<file path="config.mk">
export PLATFORM = sky130hd
export DESIGN_NAME = capture_frequency_meter_unit
export DESIGN_NICKNAME = d
export VERILOG_FILES = /design/src/hw/rtl/cfm_pkg.sv /design/src/hw/rtl/cfm_front.sv /design/src/hw/rtl/cfm_queue.sv /design/src/hw/rtl/cfm_back.sv /design/src/hw/rtl/capture_frequency_meter_unit.sv
export SDC_FILE = /design/constraint.sdc
export NUM_CORES = 2
export LEC_CHECK = 0
export BUFFER_PORTS_ARGS = -buffer_cell sky130_fd_sc_hd__buf_2
export CORE_AREA = 10 10 201 392
export CTS_CLUSTER_DIAMETER = 50
export CTS_CLUSTER_SIZE = 24
export DETAILED_ROUTE_END_ITERATION = 10
export DIE_AREA = 0 0 211 402
export GPL_TIMING_DRIVEN = 1
export PLACE_DENSITY_LB_ADDON = 0.2
export SLEW_MARGIN = 0
export SYNTH_ARGS = -nofsm -noshare
export SYNTH_HDL_FRONTEND = slang
export SYNTH_SLANG_ARGS = --single-unit
</file>
<file path="constraint.sdc">
create_clock -name clk -period 6.25 [get_ports clk]
set_input_delay 1.25 -clock clk [delete_from_list [all_inputs] [get_ports clk]]
set_output_delay 1.25 -clock clk [all_outputs]
set_load 0.01 [all_outputs]
</file>
<file path="src/hw/rtl/cfm_pkg.sv">
// Shared constants, types and state codes of the capture frequency meter.
`timescale 1ns / 1ps

package cfm_pkg;

  // Free-running counter and overflow counter widths.
  localparam int CNT_W  = 16;
  localparam int OVF_W  = 16;
  localparam int ELAP_W = OVF_W + CNT_W;

  // Result word width, divisor register width and division widths.
  localparam int DATA_W = 32;
  localparam int DIV_W  = 17;
  localparam int DEN_W  = DATA_W + DIV_W;
  localparam int REM_W  = DEN_W + 1;
  localparam int STEP_W = $clog2(DATA_W);

  // Queue between the front and the back.
  localparam int QUEUE_DEPTH = 2;
  localparam int QPTR_W      = $clog2(QUEUE_DEPTH);
  localparam int QCNT_W      = $clog2(QUEUE_DEPTH + 1);

  // Saturation value of the overflow count.
  localparam logic [OVF_W-1:0] OVF_MAX = '1;

  // Register file: two words, selected by address bit 2.
  localparam int ADDR_W = 3;
  localparam logic REG_CLOCK   = 1'b0;
  localparam logic REG_DIVISOR = 1'b1;
  localparam logic [DATA_W-1:0] CLOCK_RESET   = 32'd84000000;
  localparam logic [DIV_W-1:0]  DIVISOR_RESET = 17'd100;

  // One finished interval handed from the front to the back.
  typedef struct packed {
    logic [DATA_W-1:0] ticks;
    logic              force_zero;
    logic              saturated;
    logic              zero;
  } cfm_job_t;

  // Queue status seen by both sides.
  typedef struct packed {
    logic full;
    logic empty;
  } cfm_qstat_t;

  typedef enum logic [1:0] {
    BK_IDLE,
    BK_MUL,
    BK_DIV,
    BK_OUT
  } cfm_back_state_t;

endpackage

</file>
<file path="src/hw/rtl/cfm_front.sv">
// Front end: accepts events, tracks the armed state and overflow count, forms intervals.
`timescale 1ns / 1ps

module cfm_front (
  input  logic                        clk,
  input  logic                        rst,
  input  logic                        s_tvalid,
  output logic                        s_tready,
  input  logic                        overflow_event,
  input  logic                        capture_event,
  input  logic [15:0]                 capture_value,
  input  cfm_pkg::cfm_qstat_t         qstat,
  output logic                        push,
  output cfm_pkg::cfm_job_t           push_job
);

  logic                          armed;
  logic [cfm_pkg::CNT_W-1:0]     first_capture;
  logic [cfm_pkg::OVF_W-1:0]     overflow_count;
  logic                          saturated_mark;

  logic                          fire;
  logic [cfm_pkg::CNT_W-1:0]     val;
  logic [cfm_pkg::OVF_W-1:0]     overflow_count_next;
  logic                          saturated_mark_next;
  logic [cfm_pkg::OVF_W-1:0]     high_part;
  logic [cfm_pkg::ELAP_W-1:0]    elapsed;
  logic                          too_long;

  // Items are taken whenever the queue has room for a result.
  assign s_tready = !qstat.full;
  assign fire     = s_tvalid && s_tready;
  assign val      = capture_value[cfm_pkg::CNT_W-1:0];

  // Overflow is applied before the capture of the same item.
  always_comb begin
    overflow_count_next = overflow_count;
    saturated_mark_next = saturated_mark;
    if (overflow_event && armed) begin
      if (overflow_count < cfm_pkg::OVF_MAX) begin
        overflow_count_next = overflow_count + 1'b1;
      end
      if (overflow_count_next == cfm_pkg::OVF_MAX) begin
        saturated_mark_next = 1'b1;
      end
    end
  end

  // Interval: a backward second capture with no overflow counts one full wrap.
  always_comb begin
    if ((overflow_count_next == '0) && (val < first_capture)) begin
      high_part = cfm_pkg::OVF_W'(1);
    end else begin
      high_part = overflow_count_next;
    end
    elapsed  = {high_part, val} - cfm_pkg::ELAP_W'(first_capture);
    too_long = |(elapsed >> cfm_pkg::DATA_W);
  end

  // A second capture hands the interval to the back end.
  always_comb begin
    push                = fire && capture_event && armed;
    push_job.ticks      = too_long ? '1 : cfm_pkg::DATA_W'(elapsed);
    push_job.zero       = (elapsed == '0);
    push_job.force_zero = (elapsed == '0) || too_long;
    push_job.saturated  = saturated_mark_next;
  end

  // Measurement state.
  always_ff @(posedge clk) begin
    if (rst) begin
      armed          <= 1'b0;
      first_capture  <= '0;
      overflow_count <= '0;
      saturated_mark <= 1'b0;
    end else if (fire) begin
      if (capture_event) begin
        if (!armed) begin
          first_capture <= val;
          armed         <= 1'b1;
        end else begin
          armed <= 1'b0;
        end
        overflow_count <= '0;
        saturated_mark <= 1'b0;
      end else begin
        overflow_count <= overflow_count_next;
        saturated_mark <= saturated_mark_next;
      end
    end
  end

endmodule

</file>
<file path="src/hw/rtl/cfm_queue.sv">
// Small queue of finished intervals between the front end and the back end.
`timescale 1ns / 1ps

module cfm_queue (
  input  logic                 clk,
  input  logic                 rst,
  input  logic                 push,
  input  cfm_pkg::cfm_job_t    push_job,
  input  logic                 pop,
  output cfm_pkg::cfm_job_t    pop_job,
  output cfm_pkg::cfm_qstat_t  qstat
);

  cfm_pkg::cfm_job_t             slots [cfm_pkg::QUEUE_DEPTH];
  logic [cfm_pkg::QPTR_W-1:0]    wr_ptr;
  logic [cfm_pkg::QPTR_W-1:0]    rd_ptr;
  logic [cfm_pkg::QCNT_W-1:0]    fill;

  assign qstat.full  = (fill == cfm_pkg::QCNT_W'(cfm_pkg::QUEUE_DEPTH));
  assign qstat.empty = (fill == '0);
  assign pop_job     = slots[rd_ptr];

  // Payload slots.
  always_ff @(posedge clk) begin
    if (push) begin
      slots[wr_ptr] <= push_job;
    end
  end

  // Pointers and fill level.
  always_ff @(posedge clk) begin
    if (rst) begin
      wr_ptr <= '0;
      rd_ptr <= '0;
      fill   <= '0;
    end else begin
      if (push) begin
        wr_ptr <= (wr_ptr == cfm_pkg::QPTR_W'(cfm_pkg::QUEUE_DEPTH - 1)) ? '0 : wr_ptr + 1'b1;
      end
      if (pop) begin
        rd_ptr <= (rd_ptr == cfm_pkg::QPTR_W'(cfm_pkg::QUEUE_DEPTH - 1)) ? '0 : rd_ptr + 1'b1;
      end
      if (push && !pop) begin
        fill <= fill + 1'b1;
      end else if (pop && !push) begin
        fill <= fill - 1'b1;
      end
    end
  end

endmodule

</file>
<file path="src/hw/rtl/cfm_back.sv">
// Back end: multiplies the interval by the prescale, divides the clock and holds the result.
`timescale 1ns / 1ps

module cfm_back (
  input  logic                          clk,
  input  logic                          rst,
  input  cfm_pkg::cfm_qstat_t           qstat,
  input  cfm_pkg::cfm_job_t             pop_job,
  output logic                          pop,
  input  logic [cfm_pkg::DATA_W-1:0]    reference_clock_hz,
  input  logic [cfm_pkg::DIV_W-1:0]     tick_divisor,
  output logic                          m_tvalid,
  input  logic                          m_tready,
  output logic [cfm_pkg::DATA_W-1:0]    frequency,
  output logic [cfm_pkg::DATA_W-1:0]    elapsed_ticks,
  output logic                          overflow_saturated,
  output logic                          zero_interval
);

  cfm_pkg::cfm_back_state_t      state;
  cfm_pkg::cfm_back_state_t      state_next;

  cfm_pkg::cfm_job_t             job;
  logic [cfm_pkg::DEN_W-1:0]     denom;
  logic [cfm_pkg::REM_W-1:0]     rem;
  logic [cfm_pkg::DATA_W-1:0]    dividend;
  logic [cfm_pkg::DATA_W-1:0]    quotient;
  logic [cfm_pkg::STEP_W-1:0]    step;

  logic                          mul_en;
  logic                          div_en;
  logic [cfm_pkg::DIV_W-1:0]     divisor_eff;
  logic [cfm_pkg::REM_W-1:0]     trial;
  logic                          last_step;

  assign last_step   = (step == cfm_pkg::STEP_W'(cfm_pkg::DATA_W - 1));
  assign divisor_eff = (tick_divisor == '0) ? cfm_pkg::DIV_W'(1) : tick_divisor;
  assign trial       = {rem[cfm_pkg::REM_W-2:0], dividend[cfm_pkg::DATA_W-1]};

  // Next state.
  always_comb begin
    state_next = state;
    unique case (state)
      cfm_pkg::BK_IDLE: begin
        if (!qstat.empty) begin
          state_next = cfm_pkg::BK_MUL;
        end
      end
      cfm_pkg::BK_MUL: begin
        state_next = cfm_pkg::BK_DIV;
      end
      cfm_pkg::BK_DIV: begin
        if (last_step) begin
          state_next = cfm_pkg::BK_OUT;
        end
      end
      cfm_pkg::BK_OUT: begin
        if (m_tready) begin
          state_next = cfm_pkg::BK_IDLE;
        end
      end
      default: state_next = cfm_pkg::BK_IDLE;
    endcase
  end

  // State outputs.
  always_comb begin
    pop      = 1'b0;
    mul_en   = 1'b0;
    div_en   = 1'b0;
    m_tvalid = 1'b0;
    unique case (state)
      cfm_pkg::BK_IDLE: pop      = !qstat.empty;
      cfm_pkg::BK_MUL:  mul_en   = 1'b1;
      cfm_pkg::BK_DIV:  div_en   = 1'b1;
      cfm_pkg::BK_OUT:  m_tvalid = 1'b1;
      default: ;
    endcase
  end

  always_ff @(posedge clk) begin
    if (rst) begin
      state <= cfm_pkg::BK_IDLE;
    end else begin
      state <= state_next;
    end
  end

  // Datapath: load, multiply, then one restoring division step per cycle.
  always_ff @(posedge clk) begin
    if (pop) begin
      job <= pop_job;
    end
    if (mul_en) begin
      denom    <= cfm_pkg::DEN_W'(job.ticks * divisor_eff);
      dividend <= reference_clock_hz;
      rem      <= '0;
      quotient <= '0;
      step     <= '0;
    end
    if (div_en) begin
      dividend <= {dividend[cfm_pkg::DATA_W-2:0], 1'b0};
      step     <= step + 1'b1;
      if (trial >= {1'b0, denom}) begin
        rem      <= trial - {1'b0, denom};
        quotient <= {quotient[cfm_pkg::DATA_W-2:0], 1'b1};
      end else begin
        rem      <= trial;
        quotient <= {quotient[cfm_pkg::DATA_W-2:0], 1'b0};
      end
    end
  end

  assign frequency          = job.force_zero ? '0 : quotient;
  assign elapsed_ticks      = job.ticks;
  assign overflow_saturated = job.saturated;
  assign zero_interval      = job.zero;

endmodule

</file>
<file path="src/hw/rtl/capture_frequency_meter_unit.sv">
// Top level of the capture frequency meter: register file, front end, queue and back end.
`timescale 1ns / 1ps

// Input capture frequency meter.
// Input stream (s_*): one transfer per timer event; s_tuser carries the overflow and
// capture flags, s_tdata the latched counter value. Overflows count only while armed.
// The first capture arms the meter; the second one completes an interval and yields
// one result on the output stream (m_*), carrying frequency and elapsed ticks in
// m_tdata and the saturation and zero-interval flags in m_tuser. Other items give none.
// A completing capture is written into the queue, loaded by the back end, and its
// interval is multiplied by the prescale; the reference clock is then divided by the
// product in a restoring division, one quotient bit per cycle. The back end takes the
// next interval only once the last result has been accepted, but items that give no
// result are taken one per cycle while the two-entry queue has room.
// When the output is stalled the result holds; the front end keeps taking items until
// the queue is full, then drops s_tready.
// Reset (rst, synchronous) disarms the meter, empties the queue and loads the
// registers with 84000000 Hz and a prescale of 100. Registers are written over the
// APB port at byte addresses 0 and 4 and are read back there.

module capture_frequency_meter_unit (
  input  logic                          clk,
  input  logic                          rst,
  // APB configuration port
  input  logic                          psel,
  input  logic                          penable,
  input  logic                          pwrite,
  input  logic [cfm_pkg::ADDR_W-1:0]    paddr,
  input  logic [31:0]                   pwdata,
  output logic [31:0]                   prdata,
  output logic                          pready,
  // Input stream
  input  logic                          s_tvalid,
  output logic                          s_tready,
  input  logic [15:0]                   s_tdata,   // [15:0] capture_value
  input  logic [1:0]                    s_tuser,   // [0] overflow_event, [1] capture_event
  // Output stream
  output logic                          m_tvalid,
  input  logic                          m_tready,
  output logic [63:0]                   m_tdata,   // [31:0] frequency, [63:32] elapsed_ticks
  output logic [1:0]                    m_tuser    // [0] overflow_saturated, [1] zero_interval
);

  logic [cfm_pkg::DATA_W-1:0] reference_clock_hz;
  logic [cfm_pkg::DIV_W-1:0]  tick_divisor;
  logic                       reg_sel;
  logic                       cfg_write;

  cfm_pkg::cfm_qstat_t        qstat;
  cfm_pkg::cfm_job_t          push_job;
  cfm_pkg::cfm_job_t          pop_job;
  logic                       push;
  logic                       pop;

  logic [cfm_pkg::DATA_W-1:0] frequency;
  logic [cfm_pkg::DATA_W-1:0] elapsed_ticks;
  logic                       overflow_saturated;
  logic                       zero_interval;

  // Register file.
  assign pready    = 1'b1;
  assign reg_sel   = paddr[cfm_pkg::ADDR_W-1];
  assign cfg_write = psel && penable && pwrite && pready;

  always_ff @(posedge clk) begin
    if (rst) begin
      reference_clock_hz <= cfm_pkg::CLOCK_RESET;
      tick_divisor       <= cfm_pkg::DIVISOR_RESET;
    end else if (cfg_write) begin
      unique case (reg_sel)
        cfm_pkg::REG_CLOCK:   reference_clock_hz <= pwdata;
        cfm_pkg::REG_DIVISOR: tick_divisor       <= pwdata[cfm_pkg::DIV_W-1:0];
        default: ;
      endcase
    end
  end

  always_comb begin
    unique case (reg_sel)
      cfm_pkg::REG_CLOCK:   prdata = reference_clock_hz;
      cfm_pkg::REG_DIVISOR: prdata = 32'(tick_divisor);
      default:              prdata = '0;
    endcase
  end

  cfm_front u_front (
    .clk            (clk),
    .rst            (rst),
    .s_tvalid       (s_tvalid),
    .s_tready       (s_tready),
    .overflow_event (s_tuser[0]),
    .capture_event  (s_tuser[1]),
    .capture_value  (s_tdata),
    .qstat          (qstat),
    .push           (push),
    .push_job       (push_job)
  );

  cfm_queue u_queue (
    .clk      (clk),
    .rst      (rst),
    .push     (push),
    .push_job (push_job),
    .pop      (pop),
    .pop_job  (pop_job),
    .qstat    (qstat)
  );

  cfm_back u_back (
    .clk                (clk),
    .rst                (rst),
    .qstat              (qstat),
    .pop_job            (pop_job),
    .pop                (pop),
    .reference_clock_hz (reference_clock_hz),
    .tick_divisor       (tick_divisor),
    .m_tvalid           (m_tvalid),
    .m_tready           (m_tready),
    .frequency          (frequency),
    .elapsed_ticks      (elapsed_ticks),
    .overflow_saturated (overflow_saturated),
    .zero_interval      (zero_interval)
  );

  assign m_tdata = {elapsed_ticks, frequency};
  assign m_tuser = {zero_interval, overflow_saturated};

  // A zero interval always reports a zero frequency.
  assert property (@(posedge clk) disable iff (rst)
    (m_tvalid && m_tuser[1]) |-> (m_tdata[31:0] == '0))
    else $error("zero interval with nonzero frequency");

  // The front end never writes into a full queue.
  assert property (@(posedge clk) disable iff (rst)
    push |-> !qstat.full)
    else $error("interval pushed into a full queue");

  // The back end only takes an interval that is there.
  assert property (@(posedge clk) disable iff (rst)
    pop |-> !qstat.empty)
    else $error("interval popped from an empty queue");

  // An interval pushed into an empty queue is taken up on the next cycle when the back end idles.
  assert property (@(posedge clk) disable iff (rst)
    (push && qstat.empty && !m_tvalid && !pop && (u_back.state == cfm_pkg::BK_IDLE))
      |=> pop)
    else $error("idle back end did not take a waiting interval");

endmodule
</file>
== Word-level counts from Yosys, hierarchy flattened ==
Memory sizes are Yosys's and may differ from the RTL's. A register that Yosys moved wholly into a read port is not among the register bits.
Cells that the tools add are included.

* Register bits after elaboration: 256
* Bits in latches: 0
* RAM bits: 70
* ROM bits: 0
* Output and inout bits: 101
* Word-level logic and storage cells: 101
* Memories: 1

* Add/subtract/negate cells: 8
* Multipliers: 1
* Divide/modulo/power cells: 0
* Magnitude comparators: 3
* Equality and inequality tests: 9
* Shifts and indexed selects: 0
* Multiplexer cells: 36
* Bitwise operators: 2
* Reductions and logical operators: 25

{| class="wikitable"
|+ Memories
! name !! depth !! bits a word !! rd ports !! clocked after Yosys merged registers in !! write ports !! RTL line !! text
|-
| u_queue.slots || 2 || 35 || 1 || 1 || 1 || cfm_queue.sv:14 || <nowiki>cfm_pkg::cfm_job_t slots [cfm_pkg::QUEUE_DEPTH];</nowiki>
|}

{| class="wikitable"
|+ Operators with widths
! kind !! number
|-
| 32-bit two-way mux || 5
|-
| 49-bit two-way mux || 3
|-
| 16-bit two-way mux || 5
|-
| 32-bit case mux with 2 select lines || 1
|-
| 50-bit by 49-bit >= comparator with 1-bit output || 1
|-
| 32-bit by 17-bit multiplier with 49-bit output || 1
|-
| 49-bit subtractor || 1
|-
| 32-bit zero test || 1
|-
| 32-bit by 16-bit subtractor with 32-bit output || 1
|-
| 17-bit zero test || 1
|-
| 17-bit two-way mux || 1
|-
| 16-bit by 1-bit adder with 16-bit output (second input constant) || 1
|-
| 16-bit == test (second input constant) || 1
|-
| 16-bit zero test || 1
|-
| 16-bit less-than comparator || 1
|-
| 16-bit less-than comparator (second input constant) || 1
|-
| 1-bit two-way mux || 13
|-
| 2-bit two-way mux || 5
|-
| 5-bit two-way mux || 2
|-
| 1-bit logical AND || 9
|-
| 2-bit case mux with 4 select lines || 1
|-
| 2-bit == test (second input constant) || 3
|-
| 2-bit AND reduction || 3
|-
| 3-bit AND reduction || 2
|-
| other kinds (12) || 20
|}

== Logic depth before layout (Yosys ltp) ==
* Word-level depth: 9
* Depth in mapped cells: 27

== Modules after synthesis ==
A second synthesis with hierarchy kept.

* Cell total of the unflattened synthesis: 3955
* Area total of the unflattened synthesis: 37531.0 um^2

{| class="wikitable"
|+ Modules (own cells, without submodules)
! module !! times used !! cells each !! area each (um^2) !! sequential area each (um^2)
|-
| cfm_back || 1 || 3003 || 28381.0 || 6095.8
|-
| cfm_front || 1 || 574 || 3976.3 || 680.7
|-
| cfm_queue || 1 || 131 || 2731.4 || 2202.1
|-
| capture_frequency_meter_unit || 1 || 247 || 2442.3 || 980.9
|}

== Least setup slack after synthesis ==
No wires, ideal clock.

* Path type: flip-flop to flip-flop
* Start point: register u_back.elapsed_ticks[28] (netlist name)
* End point: register u_back.denom[45] (netlist bit), data pin
* Setup time: 263 ps
* Arrival: 6621 ps
* Required time: 5987 ps
* Slack: -634 ps
* Cell stages (with the launch flop): 27
* Buffers on the path: 2
* Period minus slack after synthesis: 6884 ps
* Path through: edfxtp_1 -> clkbuf_1 -> clkbuf_1 -> nand2_1 -> fa_1 -> inv_1 -> fa_1 -> inv_1 -> fa_1 -> inv_1 -> fa_1 -> fa_1 -> inv_1 -> fa_1 -> inv_1 -> ha_1 -> and3_1 -> a31oi_1 -> o21ai_0 -> a211o_1 -> nor2_1 -> o211ai_1 -> a221oi_1 -> o21ai_0 -> a21o_1 -> a21oi_1 -> xnor2_1

* Word-level cells in the longest chain between the ends: 1

{| class="wikitable"
|+ RTL lines
! element !! RTL line !! text
|-
| 32-bit by 17-bit multiplier with 49-bit output || cfm_back.sv:95 || <nowiki>denom <= cfm_pkg::DEN_W'(job.ticks * divisor_eff);</nowiki>
|-
| end signal, assigned || cfm_back.sv:95 ||
|-
| end, declared || cfm_back.sv:24 || <nowiki>logic [cfm_pkg::DEN_W-1:0] denom;</nowiki>
|}

Every way passes these cells.
A chain may end at the register's enable or synchronous reset.

== Final worst setup path ==
* Start point: register tick_divisor[4] (netlist bit)
* End point: register u_back.denom[48] (netlist bit), data pin

* Word-level cells in the longest chain between the ends: 3

{| class="wikitable"
|+ RTL lines
! element !! RTL line !! text
|-
| start, declared || capture_frequency_meter_unit.sv:45 || <nowiki>logic [cfm_pkg::DIV_W-1:0] tick_divisor;</nowiki>
|-
| start signal, assigned || capture_frequency_meter_unit.sv:68 || <nowiki>tick_divisor <= cfm_pkg::DIVISOR_RESET;</nowiki>
|-
| start signal, assigned || capture_frequency_meter_unit.sv:72 || <nowiki>cfm_pkg::REG_DIVISOR: tick_divisor <= pwdata[cfm_pkg::DIV_W-1:0];</nowiki>
|-
| 17-bit zero test || cfm_back.sv:37 || <nowiki>assign divisor_eff = (tick_divisor == '0) ? cfm_pkg::DIV_W'(1) : tick_divisor;</nowiki>
|-
| 17-bit two-way mux (*) || cfm_back.sv:37 ||
|-
| 32-bit by 17-bit multiplier with 49-bit output (*) || cfm_back.sv:95 ||
|}

Mark *: on every way between the ends. The rest lies on a longest branch, timed or not.

==> metrics.txt <==
# TYPE chip_impl_metric gauge
chip_impl_info{name="worstSetupStartpointType",value="register"} 1
chip_impl_metric{name="clock_transition_at_the_registers_of_the_reported_paths",unit="ps"} 80
chip_impl_metric{name="critical-path-max-stage-delay",unit="ps"} 540
chip_impl_metric{name="crit_path_max_fo",unit=""} 5
chip_impl_metric{name="initialDrtViolationCount",unit=""} 1221
chip_impl_metric{name="detailroute.via_count",unit=""} 27400
chip_impl_metric{name="grt_first_pass_wirelength",unit="mm"} 158
chip_impl_info{name="run_status",value="finished, violations left"} 1
chip_impl_metric{name="finalCriticalPeriod",unit="ps"} 6650
chip_impl_metric{name="first_global_vias",unit=""} 29750
chip_impl_info{name="worstSetupPathType",value="register to register"} 1
chip_impl_metric{name="detail_route_met2_wl",unit="mm"} 55.4
chip_impl_info{name="min-delay-path-class",value="register to register"} 1
chip_impl_metric{name="fraction_of_final_layout_cells_sized_beyond_drive_strength_1",unit="%"} 18.7
chip_impl_info{name="top_layer",value="met4"} 1
chip_impl_metric{name="grt_max_degree",unit=""} 77
chip_impl_metric{name="synth-seq-area-share",unit="%"} 27.5
chip_impl_info{name="synth-main-ff-cell",value="sky130_fd_sc_hd__edfxtp_1"} 1
chip_impl_info{name="failing_checks",value="negative setup slack"} 1
chip_impl_metric{name="synthesis.nets",unit=""} 4497
chip_impl_metric{name="final-hold-violation-count",unit=""} 0
chip_impl_metric{name="last_weighted_congestion_value_of_the_routability_driven_placer",unit=""} 0.935
chip_impl_metric{name="synth_to_layout_area_growth",unit="%"} 17.7
chip_impl_metric{name="wl_met1",unit="mm"} 33.2
chip_impl_info{name="slowest_stage",value="sky130_fd_sc_hd__fa_1"} 1
chip_impl_metric{name="final_nets",unit=""} 4855
chip_impl_metric{name="dpl-instance-area",unit="sq um"} 39800
chip_impl_info{name="tritoncts",value="done"} 1
chip_impl_metric{name="cts.htree.levels",unit=""} 1
chip_impl_metric{name="critical_path_arrival",unit="ps"} 7050
chip_impl_metric{name="number_of_placement_rows",unit=""} 140
chip_impl_metric{name="routed_wire_length_per_instance",unit="um"} 19.7
chip_impl_metric{name="number_of_synthesized_flops_with_an_enable_pin",unit=""} 268
chip_impl_metric{name="critical_path_rt",unit="ps"} 6650
chip_impl_metric{name="synthesis.instances",unit=""} 3790
chip_impl_metric{name="final-setup-viol-count",unit=""} 16
chip_impl_metric{name="worstMarginPinSlew",unit="ps"} 1060
chip_impl_metric{name="slew_violations",unit=""} 0
chip_impl_metric{name="unique_masters_post_synth",unit=""} 82
chip_impl_metric{name="dieWidth",unit="um"} 211
chip_impl_info{name="top_library_cells_by_usage_in_the_layout_fill_and_taps_aside",value="sky130_fd_sc_hd__inv_1 (577), sky130_fd_sc_hd__nand2_1 (575), sky130_fd_sc_hd__fa_1 (433), sky130_fd_sc_hd__buf_4 (302), sky130_fd_sc_hd__edfxtp_1 (268)"} 1
chip_impl_metric{name="reg2reg_setup_slack",unit="ps"} -400
chip_impl_metric{name="synth_top_area_share",unit="%"} 25.2
chip_impl_metric{name="start_util",unit="%"} 49.3
chip_impl_info{name="crit_path_frequent_cell",value="sky130_fd_sc_hd__fa_1"} 1
chip_impl_metric{name="met3_length",unit="mm"} 4.17
chip_impl_metric{name="cts-root-to-sink-buffers",unit=""} 3
chip_impl_metric{name="route.antenna.remaining_nets",unit=""} 0
chip_impl_metric{name="die_h",unit="um"} 402
chip_impl_metric{name="dp_cells",unit=""} 4983
chip_impl_metric{name="clock_sink_count",unit=""} 358
chip_impl_metric{name="viasPerCell",unit=""} 5.38
chip_impl_metric{name="yosysWarningCount",unit=""} 0
chip_impl_metric{name="io-pin-count",unit=""} 161
chip_impl_metric{name="dp_slack",unit="ps"} -613
chip_impl_info{name="netlist.top_cell.by_area",value="sky130_fd_sc_hd__fa_1"} 1
chip_impl_metric{name="fmax",unit="GHz"} 0.150
chip_impl_metric{name="global_route_overflow",unit=""} 0
chip_impl_info{name="final_common_cell",value="sky130_fd_sc_hd__inv_1"} 1
chip_impl_metric{name="first_pass_detailed_route_iteration_total",unit=""} 5
chip_impl_metric{name="post_synth_instance_area",unit="sq um"} 35800
chip_impl_metric{name="design.core.area",unit="sq um"} 72500
chip_impl_metric{name="drt-total-wl",unit="mm"} 100
chip_impl_metric{name="number_of_antenna_violations_at_the_first_check_in_global_routing",unit=""} 1
chip_impl_metric{name="synthArstFlopShare",unit="%"} 0
chip_impl_info{name="synth.top_cells.by_area",value="sky130_fd_sc_hd__fa_1 (25%), sky130_fd_sc_hd__edfxtp_1 (22%), sky130_fd_sc_hd__ha_1 (6.9%)"} 1
chip_impl_metric{name="final.hold.worst_slack",unit="ps"} 458
chip_impl_metric{name="remaining_drc_errors",unit=""} 0
chip_impl_metric{name="tritoncts.num_buffers",unit=""} 30
chip_impl_metric{name="fin_worst_setup_slack",unit="ps"} -401
chip_impl_info{name="critPathCaptureType",value="register"} 1
chip_impl_metric{name="layout.cells.non_filler",unit=""} 5096
chip_impl_metric{name="fin_worst_skew",unit="ps"} 29.7
chip_impl_metric{name="grt_util_all_layers",unit="%"} 23.8
chip_impl_metric{name="io_buffer_count",unit=""} 157
chip_impl_metric{name="syn_avg_cell_area",unit="sq um"} 9.44
chip_impl_info{name="cts_root_buf",value="sky130_fd_sc_hd__clkbuf_16"} 1
chip_impl_metric{name="period_share",unit="%"} 106
chip_impl_metric{name="dp_hpwl",unit="mm"} 78.4
chip_impl_metric{name="finalInstanceArea",unit="sq um"} 42100
chip_impl_metric{name="max-slew-margin-rel",unit="%"} 29.0
chip_impl_metric{name="die_area",unit="sq um"} 84800
chip_impl_metric{name="clkLatencyLatePin",unit="ps"} 650
chip_impl_metric{name="cts.hold.buffers_added",unit=""} 0
chip_impl_info{name="grt_setup_unrepaired",value="true"} 1
chip_impl_metric{name="flip_flop_and_latch_count_after_synthesis",unit=""} 358
chip_impl_metric{name="max-cap-violations",unit=""} 0
[per-layer routing]
metal	global-route usage, %	up-vias
met2	46.0	698
met5	0	-
met3	2.78	315
li1	-	12826
met1	23.0	13561
met4	15.1	0
[per-stage QoR]
stage	setup TNS (ps)	util [%]
2_1_floorplan	-103	-
3_3_place_gp	-6020	54.9
3_5_place_dp	-6660	54.9
4_1_cts	-3760	57.6
5_1_grt	-7680	58.1
6_report	-3720	58.1
[cells in the mapped netlist, drive strengths merged, types with 70 or more instances]
| library cell | n |
|---|---|
| nor2b | 70 |
| ha | 196 |
| xnor2 | 74 |
| inv | 592 |
| a21oi | 178 |
| o21ai | 98 |
| nand2 | 586 |
| edfxtp | 268 |
| clkbuf | 168 |
| fa | 451 |
| dfxtp | 90 |
| nor2 | 153 |
| and2 | 280 |
[registers in the layout (all words and copies together) (netlist names), 16 cells and up]
register                flops
u_back.quotient            32
u_back.rem                 49
tick_divisor               17
u_queue.slots              68
u_back.denom               49
u_back.elapsed_ticks       32
reference_clock_hz         32
u_front.first_capture      16
u_front.overflow_count     16
u_back.dividend            32
[worst max-delay path, delay by kind of cell, from the launching register on]
| family | cells | cell delay (ps) |
|---|---|---|
| AO/OA/AOI/OAI | 7 | 1280 |
| AND/OR/NAND/NOR | 4 | 470 |
| XOR/XNOR | 1 | 130 |
| buffers and inverters | 6 | 760 |
| adder cells (fa/ha/maj) | 7 | 3300 |
| flip-flops | 1 | 480 |
[path summary, 6_finish.rpt]
kind / start / end / cells after the start
max reg2reg: tick_divisor[4] / u_back.denom[48] / 25
max: tick_divisor[4] / u_back.denom[48] / 25
min: u_front.first_capture[12] / u_front.first_capture[12] / 2
min reg2reg: u_front.first_capture[12] / u_front.first_capture[12] / 2
[kinds of logic (layout without fill, tap and decap cells)]
family                   Yosys count  in the layout  synth area share (%)
AND/OR/NAND/NOR                 1303           1303                  17.7
buffers and inverters            783           1165                  8.41
adder cells (fa/ha/maj)          647            647                  32.1
AO/OA/AOI/OAI                    472            472                  8.17
flip-flops                       358            358                  27.5
XOR/XNOR                         126            126                  3.08
multiplexers                     100            100                  2.98
other                              1              2                0.0105
[layout make-up]
cell class,count,area [sq um]
diodes,1,2.50
inverters,592,2220
clock inverters,22,360
clock buffers,34,797
well taps,923,1150
fillers,6428,30400
flip-flops and latches,358,9860
repair buffers,517,4090
multi-input cells,2649,23600
[what timing repair did]
| item | in CTS | in global routing |
|---|---|---|
| setup buffers | 36 | 15 |
| gates cloned | 6 | 1 |
| resized for setup | 88 | 63 |
| pin swaps | 58 | 43 |
| endpoints found under the setup margin | 20 | 28 |
Power is left out: the tool's default activity adds up to more than one toggle a clock period on the data nets, which glitch-free logic cannot reach.
